**config.mk**
```make
export PLATFORM = sky130hd
export DESIGN_NAME = markdown_inline_stripper
export DESIGN_NICKNAME = d
export VERILOG_FILES = /design/src/rtl/mdis_pkg.sv /design/src/rtl/mdis_parse.sv /design/src/rtl/markdown_inline_stripper.sv
export SDC_FILE = /design/constraint.sdc
export NUM_CORES = 1
export LEC_CHECK = 0
export BUFFER_PORTS_ARGS = -buffer_cell sky130_fd_sc_hd__buf_2
export CORE_MARGIN = 10
export CORE_UTILIZATION = 60
export CTS_CLUSTER_DIAMETER = 40
export DETAILED_ROUTE_END_ITERATION = 16
export GPL_ROUTABILITY_DRIVEN = 1
export PLACE_DENSITY_LB_ADDON = 0.1
export SETUP_SLACK_MARGIN = 0.5
export SLEW_MARGIN = 30
export SYNTH_ARGS = -nofsm -noshare
export SYNTH_HDL_FRONTEND = slang
export SYNTH_SLANG_ARGS = --single-unit
```
**constraint.sdc**
```tcl
create_clock -name clk_i -period 4.8 [get_ports clk_i]
set_input_delay 0.72 -clock clk_i [delete_from_list [all_inputs] [get_ports clk_i]]
set_output_delay 0.72 -clock clk_i [all_outputs]
set_load 0.01 [all_outputs]
```
**src/rtl/mdis_pkg.sv**
```systemverilog
`default_nettype none
// ----------------------------------------------------------------------------
// Inline markdown stripper package
// Parser modes, character codes, result types and queue sizing shared by the
// stripper modules.
// ----------------------------------------------------------------------------
package mdis_pkg;

  localparam logic [7:0] ChStar  = 8'h2A;
  localparam logic [7:0] ChBang  = 8'h21;
  localparam logic [7:0] ChLBrk  = 8'h5B;
  localparam logic [7:0] ChRBrk  = 8'h5D;
  localparam logic [7:0] ChLPar  = 8'h28;
  localparam logic [7:0] ChRPar  = 8'h29;
  localparam logic [7:0] ChTick  = 8'h60;
  localparam logic [7:0] ChHash  = 8'h23;
  localparam logic [7:0] ChSpace = 8'h20;

  // Result queue depth; a request is taken while two entries are free.
  localparam int FifoDepth = 4;
  localparam int PtrW      = $clog2(FifoDepth);
  localparam int CntW      = $clog2(FifoDepth + 1);

  typedef enum logic [3:0] {
    ModeHash     = 4'd0,
    ModeSpace    = 4'd1,
    ModeText     = 4'd2,
    ModeStar     = 4'd3,
    ModeItalic   = 4'd4,
    ModeBold     = 4'd5,
    ModeBoldStar = 4'd6,
    ModeBang     = 4'd7,
    ModeImgAlt   = 4'd8,
    ModeLink     = 4'd9,
    ModeAfter    = 4'd10,
    ModeUrl      = 4'd11
  } mode_e;

  typedef struct packed {
    logic [7:0] chr;
    logic       present;
    logic       done;
  } mdis_res_t;

  typedef struct packed {
    logic [1:0] num;
    mdis_res_t  r0;
    mdis_res_t  r1;
  } mdis_step_t;

endpackage
`default_nettype wire

```
**src/rtl/mdis_parse.sv**
```systemverilog
`default_nettype none
// ----------------------------------------------------------------------------
// Inline markdown parser step
// Holds the parse mode and turns one request into zero, one or two results.
// ----------------------------------------------------------------------------
module mdis_parse (
  input  wire logic               clk_i,
  input  wire logic               rst_ni,
  input  wire logic               accept_i,
  input  wire logic [7:0]         char_i,
  input  wire logic               present_i,
  input  wire logic               last_i,
  output mdis_pkg::mdis_step_t    step_o
);

  mdis_pkg::mode_e mode_q, mode_d, mode_b;
  logic            pa_v, pb_v, x_v;
  logic [7:0]      pa_c, pb_c, x_c;

  function automatic mdis_pkg::mode_e text_mode(input logic [7:0] c);
    mdis_pkg::mode_e m;
    if (c == mdis_pkg::ChStar) begin
      m = mdis_pkg::ModeStar;
    end else if (c == mdis_pkg::ChBang) begin
      m = mdis_pkg::ModeBang;
    end else if (c == mdis_pkg::ChLBrk) begin
      m = mdis_pkg::ModeLink;
    end else begin
      m = mdis_pkg::ModeText;
    end
    return m;
  endfunction

  function automatic logic text_emits(input logic [7:0] c);
    return (c != mdis_pkg::ChStar) && (c != mdis_pkg::ChBang) &&
           (c != mdis_pkg::ChLBrk) && (c != mdis_pkg::ChTick);
  endfunction

  always_comb begin
    mode_b = mode_q;
    pa_v   = 1'b0;
    pa_c   = char_i;
    pb_v   = 1'b0;
    pb_c   = char_i;
    if (present_i) begin
      unique case (mode_q)
        mdis_pkg::ModeHash: begin
          if (char_i == mdis_pkg::ChHash) begin
            mode_b = mode_q;
          end else if (char_i == mdis_pkg::ChSpace) begin
            mode_b = mdis_pkg::ModeSpace;
          end else begin
            mode_b = text_mode(char_i);
            pa_v   = text_emits(char_i);
          end
        end
        mdis_pkg::ModeSpace: begin
          if (char_i != mdis_pkg::ChSpace) begin
            mode_b = text_mode(char_i);
            pa_v   = text_emits(char_i);
          end
        end
        mdis_pkg::ModeStar: begin
          if (char_i == mdis_pkg::ChStar) begin
            mode_b = mdis_pkg::ModeBold;
          end else begin
            mode_b = mdis_pkg::ModeItalic;
            pa_v   = 1'b1;
          end
        end
        mdis_pkg::ModeItalic: begin
          if (char_i == mdis_pkg::ChStar) begin
            mode_b = mdis_pkg::ModeText;
          end else begin
            pa_v = 1'b1;
          end
        end
        mdis_pkg::ModeBold: begin
          if (char_i == mdis_pkg::ChStar) begin
            mode_b = mdis_pkg::ModeBoldStar;
          end else begin
            pa_v = 1'b1;
          end
        end
        mdis_pkg::ModeBoldStar: begin
          if (char_i == mdis_pkg::ChStar) begin
            mode_b = mdis_pkg::ModeText;
          end else begin
            mode_b = mdis_pkg::ModeBold;
            pa_v   = 1'b1;
            pa_c   = mdis_pkg::ChStar;
            pb_v   = 1'b1;
          end
        end
        mdis_pkg::ModeBang: begin
          if (char_i == mdis_pkg::ChLBrk) begin
            mode_b = mdis_pkg::ModeImgAlt;
          end else if (char_i == mdis_pkg::ChBang) begin
            pa_v = 1'b1;
            pa_c = mdis_pkg::ChBang;
          end else begin
            pa_v   = 1'b1;
            pa_c   = mdis_pkg::ChBang;
            mode_b = text_mode(char_i);
            pb_v   = text_emits(char_i);
          end
        end
        mdis_pkg::ModeImgAlt: begin
          if (char_i == mdis_pkg::ChRBrk) begin
            mode_b = mdis_pkg::ModeAfter;
          end
        end
        mdis_pkg::ModeLink: begin
          if (char_i == mdis_pkg::ChRBrk) begin
            mode_b = mdis_pkg::ModeAfter;
          end else begin
            pa_v = 1'b1;
          end
        end
        mdis_pkg::ModeAfter: begin
          if (char_i == mdis_pkg::ChLPar) begin
            mode_b = mdis_pkg::ModeUrl;
          end else begin
            mode_b = text_mode(char_i);
            pa_v   = text_emits(char_i);
          end
        end
        mdis_pkg::ModeUrl: begin
          if (char_i == mdis_pkg::ChRPar) begin
            mode_b = mdis_pkg::ModeText;
          end
        end
        default: begin
          mode_b = text_mode(char_i);
          pa_v   = text_emits(char_i);
        end
      endcase
    end
  end

  // A pending star inside bold or a pending bang is flushed at line end.
  always_comb begin
    x_v = (mode_b == mdis_pkg::ModeBoldStar) || (mode_b == mdis_pkg::ModeBang);
    x_c = (mode_b == mdis_pkg::ModeBoldStar) ? mdis_pkg::ChStar : mdis_pkg::ChBang;
  end

  always_comb begin
    step_o = '0;
    if (pa_v) begin
      step_o.num        = 2'd1;
      step_o.r0.chr     = pa_c;
      step_o.r0.present = 1'b1;
      if (pb_v) begin
        step_o.num        = 2'd2;
        step_o.r1.chr     = pb_c;
        step_o.r1.present = 1'b1;
      end else if (last_i && x_v) begin
        step_o.num        = 2'd2;
        step_o.r1.chr     = x_c;
        step_o.r1.present = 1'b1;
      end
    end else if (last_i) begin
      step_o.num = 2'd1;
      if (x_v) begin
        step_o.r0.chr     = x_c;
        step_o.r0.present = 1'b1;
      end
    end
    if (last_i) begin
      if (step_o.num == 2'd2) begin
        step_o.r1.done = 1'b1;
      end else begin
        step_o.r0.done = 1'b1;
      end
    end
  end

  always_comb begin
    mode_d = last_i ? mdis_pkg::ModeHash : mode_b;
  end

  always_ff @(posedge clk_i or negedge rst_ni) begin
    if (!rst_ni) begin
      mode_q <= mdis_pkg::ModeHash;
    end else if (accept_i) begin
      mode_q <= mode_d;
    end
  end

endmodule
`default_nettype wire

```
**src/rtl/markdown_inline_stripper.sv**
```systemverilog
`default_nettype none
// ----------------------------------------------------------------------------
// Inline markdown stripper
// Streams the bytes of text lines and returns them with inline markdown
// removed.
// ----------------------------------------------------------------------------
// The slave channel takes one request per line byte: tdata carries the byte,
// tuser says whether a byte is present, and tlast marks the end of a line. A
// request without a byte and without tlast changes nothing and makes no result.
// The master channel returns the stripped bytes: tdata is the byte, tuser says
// whether it is present, and tlast marks the last result of a line. A line
// that leaves no byte still ends with one result whose tuser is low.
// A request makes zero, one or two results. They are written into a four-entry
// result queue at the edge that accepts the request and are read out of it in
// order. The parser takes one request per cycle while tready is high; the
// master side sends one result per cycle while m_axis_tready is high, and a
// request that makes two results leaves as two transfers. tready is high while
// the queue has room for two results. When the receiver stalls, the queue
// fills and tready falls after a few requests; nothing is lost. Reset empties
// the queue and puts the parser at the start of a line.
// ----------------------------------------------------------------------------
module markdown_inline_stripper (
  input  wire logic       clk_i,
  input  wire logic       rst_ni,
  input  wire logic       s_axis_tvalid,
  output logic            s_axis_tready,
  input  wire logic [7:0] s_axis_tdata,   // [7:0] in_char
  input  wire logic [0:0] s_axis_tuser,   // [0] char_present
  input  wire logic       s_axis_tlast,   // line_end
  output logic            m_axis_tvalid,
  input  wire logic       m_axis_tready,
  output logic [7:0]      m_axis_tdata,   // [7:0] out_char
  output logic [0:0]      m_axis_tuser,   // [0] out_present
  output logic            m_axis_tlast    // line_done
);

  localparam logic [mdis_pkg::CntW-1:0] ReadyMax =
    mdis_pkg::CntW'(mdis_pkg::FifoDepth - 2);

  mdis_pkg::mdis_step_t  step;
  mdis_pkg::mdis_res_t   fifo_q [mdis_pkg::FifoDepth];
  logic [mdis_pkg::PtrW-1:0] wr_ptr_q, wr_ptr_d, rd_ptr_q, rd_ptr_d;
  logic [mdis_pkg::CntW-1:0] count_q, count_d;
  logic                  accept, pop;

  assign s_axis_tready = (count_q <= ReadyMax);
  assign accept        = s_axis_tvalid && s_axis_tready;
  assign m_axis_tvalid = (count_q != '0);
  assign pop           = m_axis_tvalid && m_axis_tready;

  mdis_parse u_parse (
    .clk_i     (clk_i),
    .rst_ni    (rst_ni),
    .accept_i  (accept),
    .char_i    (s_axis_tdata),
    .present_i (s_axis_tuser[0]),
    .last_i    (s_axis_tlast),
    .step_o    (step)
  );

  always_comb begin
    wr_ptr_d = wr_ptr_q;
    rd_ptr_d = rd_ptr_q;
    count_d  = count_q;
    if (accept) begin
      wr_ptr_d = wr_ptr_q + mdis_pkg::PtrW'(step.num);
      count_d  = count_q + mdis_pkg::CntW'(step.num);
    end
    if (pop) begin
      rd_ptr_d = rd_ptr_q + mdis_pkg::PtrW'(1);
      count_d  = count_d - mdis_pkg::CntW'(1);
    end
  end

  always_ff @(posedge clk_i or negedge rst_ni) begin
    if (!rst_ni) begin
      wr_ptr_q <= '0;
      rd_ptr_q <= '0;
      count_q  <= '0;
    end else begin
      wr_ptr_q <= wr_ptr_d;
      rd_ptr_q <= rd_ptr_d;
      count_q  <= count_d;
    end
  end

  always_ff @(posedge clk_i) begin
    if (accept && (step.num != 2'd0)) begin
      fifo_q[wr_ptr_q] <= step.r0;
    end
    if (accept && (step.num == 2'd2)) begin
      fifo_q[wr_ptr_q + mdis_pkg::PtrW'(1)] <= step.r1;
    end
  end

  assign m_axis_tdata    = fifo_q[rd_ptr_q].chr;
  assign m_axis_tuser[0] = fifo_q[rd_ptr_q].present;
  assign m_axis_tlast    = fifo_q[rd_ptr_q].done;

  a_count_bound : assert property (@(posedge clk_i) disable iff (!rst_ni)
    count_q <= mdis_pkg::CntW'(mdis_pkg::FifoDepth))
    else $error("Result queue holds more entries than its depth.");

  a_line_end_result : assert property (@(posedge clk_i) disable iff (!rst_ni)
    (accept && s_axis_tlast) |-> (step.num != 2'd0))
    else $error("A line end produced no result.");

  a_count_track : assert property (@(posedge clk_i) disable iff (!rst_ni)
    (accept && !pop) |=> (count_q == $past(count_q) + mdis_pkg::CntW'($past(step.num))))
    else $error("Queue fill count does not follow the written results.");

  a_ptr_gap : assert property (@(posedge clk_i) disable iff (!rst_ni)
    (count_q != mdis_pkg::CntW'(mdis_pkg::FifoDepth)) |->
    (mdis_pkg::PtrW'(wr_ptr_q - rd_ptr_q) == mdis_pkg::PtrW'(count_q)))
    else $error("Queue pointers disagree with the fill count.");

endmodule
`default_nettype wire
```
-- After elaboration in Yosys (flattened, before gate mapping)
Memories as Yosys holds them, arrays and structs flattened.
Index checks and enable logic that the tools add are counted.
- register bits after elaboration: 11
- memory bits (writable): 40
- input bits: 14
- output and inout port bits: 12
- latch bits: 0
- bits in read-only memories: 0
- memories kept: 1
- equal/unequal tests: 26
- magnitude comparators: 1
- shift operators: 0
- $mul: 0
- divide/modulo/power cells: 0
- reduce and logical (&&, ||, !) cells: 15
- muxes and demuxes: 55
- add/sub/neg operators: 5
- bitwise logic cells: 0
- memory list (memory ; depth ; bits a word ; read ports ; clocked after memory_dff ; wr ports ; RTL line ; RTL):
    fifo_q ; 4 ; 10 ; 1 ; 0 ; 2 ; markdown_inline_stripper.sv:41 ; mdis_pkg::mdis_res_t fifo_q [mdis_pkg::FifoDepth];
- operators with widths (cell ; number):
    $mux W4 ; 16
    $eq A8 B6 Y1 const B ; 6
    $pmux W4 S10 ; 1
    $mux W9 ; 4
    $eq A4 B3 Y1 const B ; 6
    $mux W8 ; 3
    $ne A8 B6 Y1 const B ; 3
    $mux W1 ; 21
    $eq A4 B4 Y1 const B ; 4
    $eq A8 B7 Y1 const B ; 2
    $ne A8 B7 Y1 const B ; 2
    $pmux W8 S2 ; 1
    $mux W11 ; 1
    $mux W10 ; 1
    $mux W3 ; 3
    $logic_and A1 B1 Y1 ; 8
    $pmux W1 S7 ; 1
    $add A2 B1 Y2 const B ; 2
    $eq A4 B1 Y1 const B ; 1
    $eq A4 B2 Y1 const B ; 1
    $logic_not A4 Y1 ; 1
    $mux W2 ; 2
    $reduce_or A2 Y1 ; 2
    $reduce_or A4 Y1 ; 1
    other kinds (9) ; 9

-- Longest topological paths before layout
- depth after elaboration: 18
- gate-level depth with buffers: 18
- mapped depth without buffers: 15

-- By module
From an unflattened synthesis, not the netlist that was laid out.
- cell total of the unflattened synthesis: 343
- area total of the unflattened synthesis: 3813.7 um^2
- modules (own cells, without submodules) (module ; area an instance (um^2) ; times used ; cells an instance ; seq. area each (um^2)):
    markdown_inline_stripper ; 2626.3 ; 1 ; 173 ; 1376.3
    mdis_parse ; 1187.4 ; 1 ; 170 ; 100.1

-- Least setup slack after synthesis
OpenSTA, ideal clock, no wires.
- path type: input port to flip-flop
- start point: in s_axis_tdata[4]
- end point: mem fifo_q[1][0] (netlist bit), enable pin
- arrival time: 4.266 ns
- setup time: 0.434 ns
- path buffers: 1
- stages: 9
- setup slack: 0.100 ns
- required time: 4.366 ns
- cells stage by stage: buf_2 nor3b_4 o211ai_2 a221o_1 a221oi_4 o2111a_4 o21ai_4 nor2b_1 a2111oi_0
- RTL lines (what ; RTL line ; RTL):
    start: declaration ; markdown_inline_stripper.sv:27 ; input wire logic [7:0] s_axis_tdata,
    end: declaration ; markdown_inline_stripper.sv:41 ;

==> impl_metrics.py <==
metrics = {
    "synthesis": {
        "netlist_area_um2": 3520,
        "synthTopCellsByCount": "nand2_1 (41), edfxtp_1 (40), clkbuf_1 (19)",
        "synthesis.nets": 359,
        "synth_edf_count": 40,
        "yosysWarnings": 0,
        "netlist_top_cells_area": "edfxtp_1 (34%), dfrtp_1 (7.8%), mux4_2 (6.4%), mux2i_1 (4.6%), nand2_1 (4.4%)",
        "ys.flop_type": "edfxtp_1",
        "ys_seq_elements": 51,
        "ys_seq_area_share_pct": 42.0,
        "synth_cell_type_count": 69,
        "synthArstFlopShare_pct": 21.6,
        "syn_avg_cell_area_um2": 10.3,
        "yosys.area.top_type": "edfxtp_1",
        "synth_most_common_cell": "nand2_1",
        "synth_cells": 341,
        "netlist.area_leader.share_pct": 34.2,
    },
    "clock_tree": {
        "cts_resized": 0,
        "cts_max_path_buffers": 2,
        "cts_hold_buf": 0,
        "cts_tree": "yes",
        "cts-root-buf": "clkbuf_8",
        "cts_buffers": 5,
        "postCtsSetupBuffers": 0,
        "htreeDepth": 2,
        "clock_sinks": 51,
        "worstSkewPairLatency_ns": 0.30,
        "clkTransAtPathRegs_ns": 0.09,
    },
    "power_and_ir_drop": {
        "power.leakage_nw": 1.41,
        "ir_worst_vdd_v": 0.000311,
        "power.total_mw": 1.77,
        "powerDensity_nw_per_um2": 466,
    },
    "drt": {
        "wl_met1_mm": 3.43,
        "routed-via-count": 2709,
        "routed-wl-met3_um": 417,
        "ant_nets": 0,
        "dr.pass1.iters": 4,
        "dr.first_iter.drc_count": 226,
        "vias_per_cell": 6.40,
        "wl_per_cell_um": 18.8,
        "wl_mm": 7.97,
        "drcViolationCount": 0,
        "wl_met2_mm": 4.02,
        "highest_layer": "met4",
    },
    "die": {
        "std_cell_rows": 27,
        "io_pins": 26,
        "die_h_um": 96.6,
        "initial_core_util_pct": 62.7,
        "core-area_um2": 5610,
        "die-area_um2": 9320,
        "die_w_um": 96.6,
    },
    "timing": {
        "timing_hold_violations_final": 0,
        "relSlewSlack_pct": 51.9,
        "timing.setup.tns_ns": 0,
        "rsz0062_at_grt": "no",
        "slew_viol_final": 0,
        "timing.final.crit_share_pct": 82.7,
        "tightest_slew_ns": 0.713,
        "setup_viol": 0,
        "fmax_mhz": 252,
        "fin_skew_ns": 0.00960,
        "period_minus_slack_ns": 3.97,
    },
    "critical_path": {
        "path_cells": "and3b_1, nand2_1, a2bb2oi_1, a311oi_1, o2111a_4, o21ai_4, buf_4, or3_1, o41ai_2, buf_4",
        "path_delay_family": "compound AO/OA/AOI/OAI gates",
        "worst_ep_arrival_time_ns": 3.98,
        "critPathMaxStageDelay_ns": 0.70,
        "path_max_fanout": 19,
        "cp-end-kind": "flip-flop",
        "cp-start-kind": "flip-flop",
        "critical_path_required_ns": 4.81,
        "rr_worst_depth": 10,
        "cpMostUsedCell": "buf_4",
        "setup.worst_path.class": "flip-flop to flip-flop",
        "critical_path_depth": 10,
        "slowest_stage": "dfrtp_1",
        "path_buf_inv": 2,
    },
    "finish": {
        "area_growth_pct": 7.79,
        "fillers": 455,
        "n_antenna_cell": 0,
        "drive_gt1_share_pct": 21.1,
        "finalNetCount": 368,
    },
    "place": {
        "gp_congestion": 0.957,
        "dp_hpwl_mm": 5.90,
        "io_buffers": 25,
    },
    "min_path": {
        "hold_path.class": "input port to async pin",
    },
    "global_route": {
        "grt_max_degree": 30,
        "antenna_found_initial": 0,
        "grt_pass1_wl_mm": 13.4,
        "grt_use_total_pct": 18.1,
        "first_global_vias": 2673,
        "grt_overflow": 0,
    },
    "run_status": {
        "status": "finished, final reports clean",
    },
    "run": {
        "cap_violations": 0,
    },
}
## worst register-to-register path, delay by kind of cell (launching register included)
family          cells  cell delay, ns
simple gates        3            1.18
compound gates      5            1.30
flops               1            0.70
buf+inv             2            0.51
## kinds of logic (layout without fill, tap and decap cells)
family	Yosys count	count (layout)	share of synthesized area, %
xor+xnor	4	4	0.996
fa+ha+maj	4	4	1.64
mux	28	28	11.6
simple gates	124	124	20.0
compound gates	90	90	18.5
buf+inv	40	50	5.23
flops	51	51	42.0
## cell type report
type,count,area [um^2],area share (%)
Multi-Input combinational cell,250,1880,49.6
Sequential cell,51,1480,38.9
Timing Repair Buffer,36,208,5.48
Tap cell,72,90.1,2.38
Clock buffer,5,68.8,1.82
Clock inverter,3,46.3,1.22
Inverter,6,22.5,0.594
## power breakdown
group	switching, mW	total (mW)	internal, mW
registers	0.129	0.712	0.583
logic	0.408	0.754	0.346
clock network	0.143	0.300	0.157
total	0.681	1.77	1.09
## metal layers
metal | vias to the layer above | track usage [%]
met5 | - | 0
met4 | 0 | 5.08
met3 | 8 | 2.54
met2 | 74 | 30.7
met1 | 1306 | 23.5
li1 | 1321 | -
## cells in the final DEF, fill, tap and decap left out, drive strengths merged, types with 7 or more instances in the layout
master	netlist	final
mux4	10	10
inv	6	7
nor3	8	8
nand2	42	42
mux2i	16	16
dfrtp	11	11
buf	15	36
o21ai	28	28
a21oi	12	12
nor2	16	16
edfxtp	40	40
## final timing paths
kind | from | endpoint | slack [ns]
worst min register to register | count_q[2] | count_q[2] | 0.59
worst max-delay path | u_parse.mode_q[2] | fifo_q[2][4] | 0.83
worst max register to register | u_parse.mode_q[2] | fifo_q[2][4] | 0.83
min in group clk_i | count_q[2] | count_q[2] | 0.59
max in group asynchronous | rst_ni | u_parse.mode_q[2] | 4.32
worst min-delay path | rst_ni | rd_ptr_q[0] | 0.27
## state kept, by name (all words and copies together), names as in the netlist
name	cells
count_q	3
wr_ptr_q	2
fifo_q	40
rd_ptr_q	2
u_parse.mode_q	4
## metrics by stage
| stage | setup WS, ns | area (um^2) | hold slack (ns) | util, % | cells |
|---|---|---|---|---|---|
| CTS | 0.825 | 3790 | 0.275 | 67.6 | 423 |
| detailed placement | 0.692 | 3670 | 0.576 | 65.5 | 415 |
| floorplan | 0.100 | 3520 | 0.424 | - | 341 |
| global route | 0.524 | 3790 | 0.274 | 67.6 | 423 |
| finish | 0.832 | 3790 | 0.272 | 67.6 | 423 |
| global placement | 0.738 | 3670 | 0.554 | 65.5 | 415 |
(Power assumes the default switching activity.)
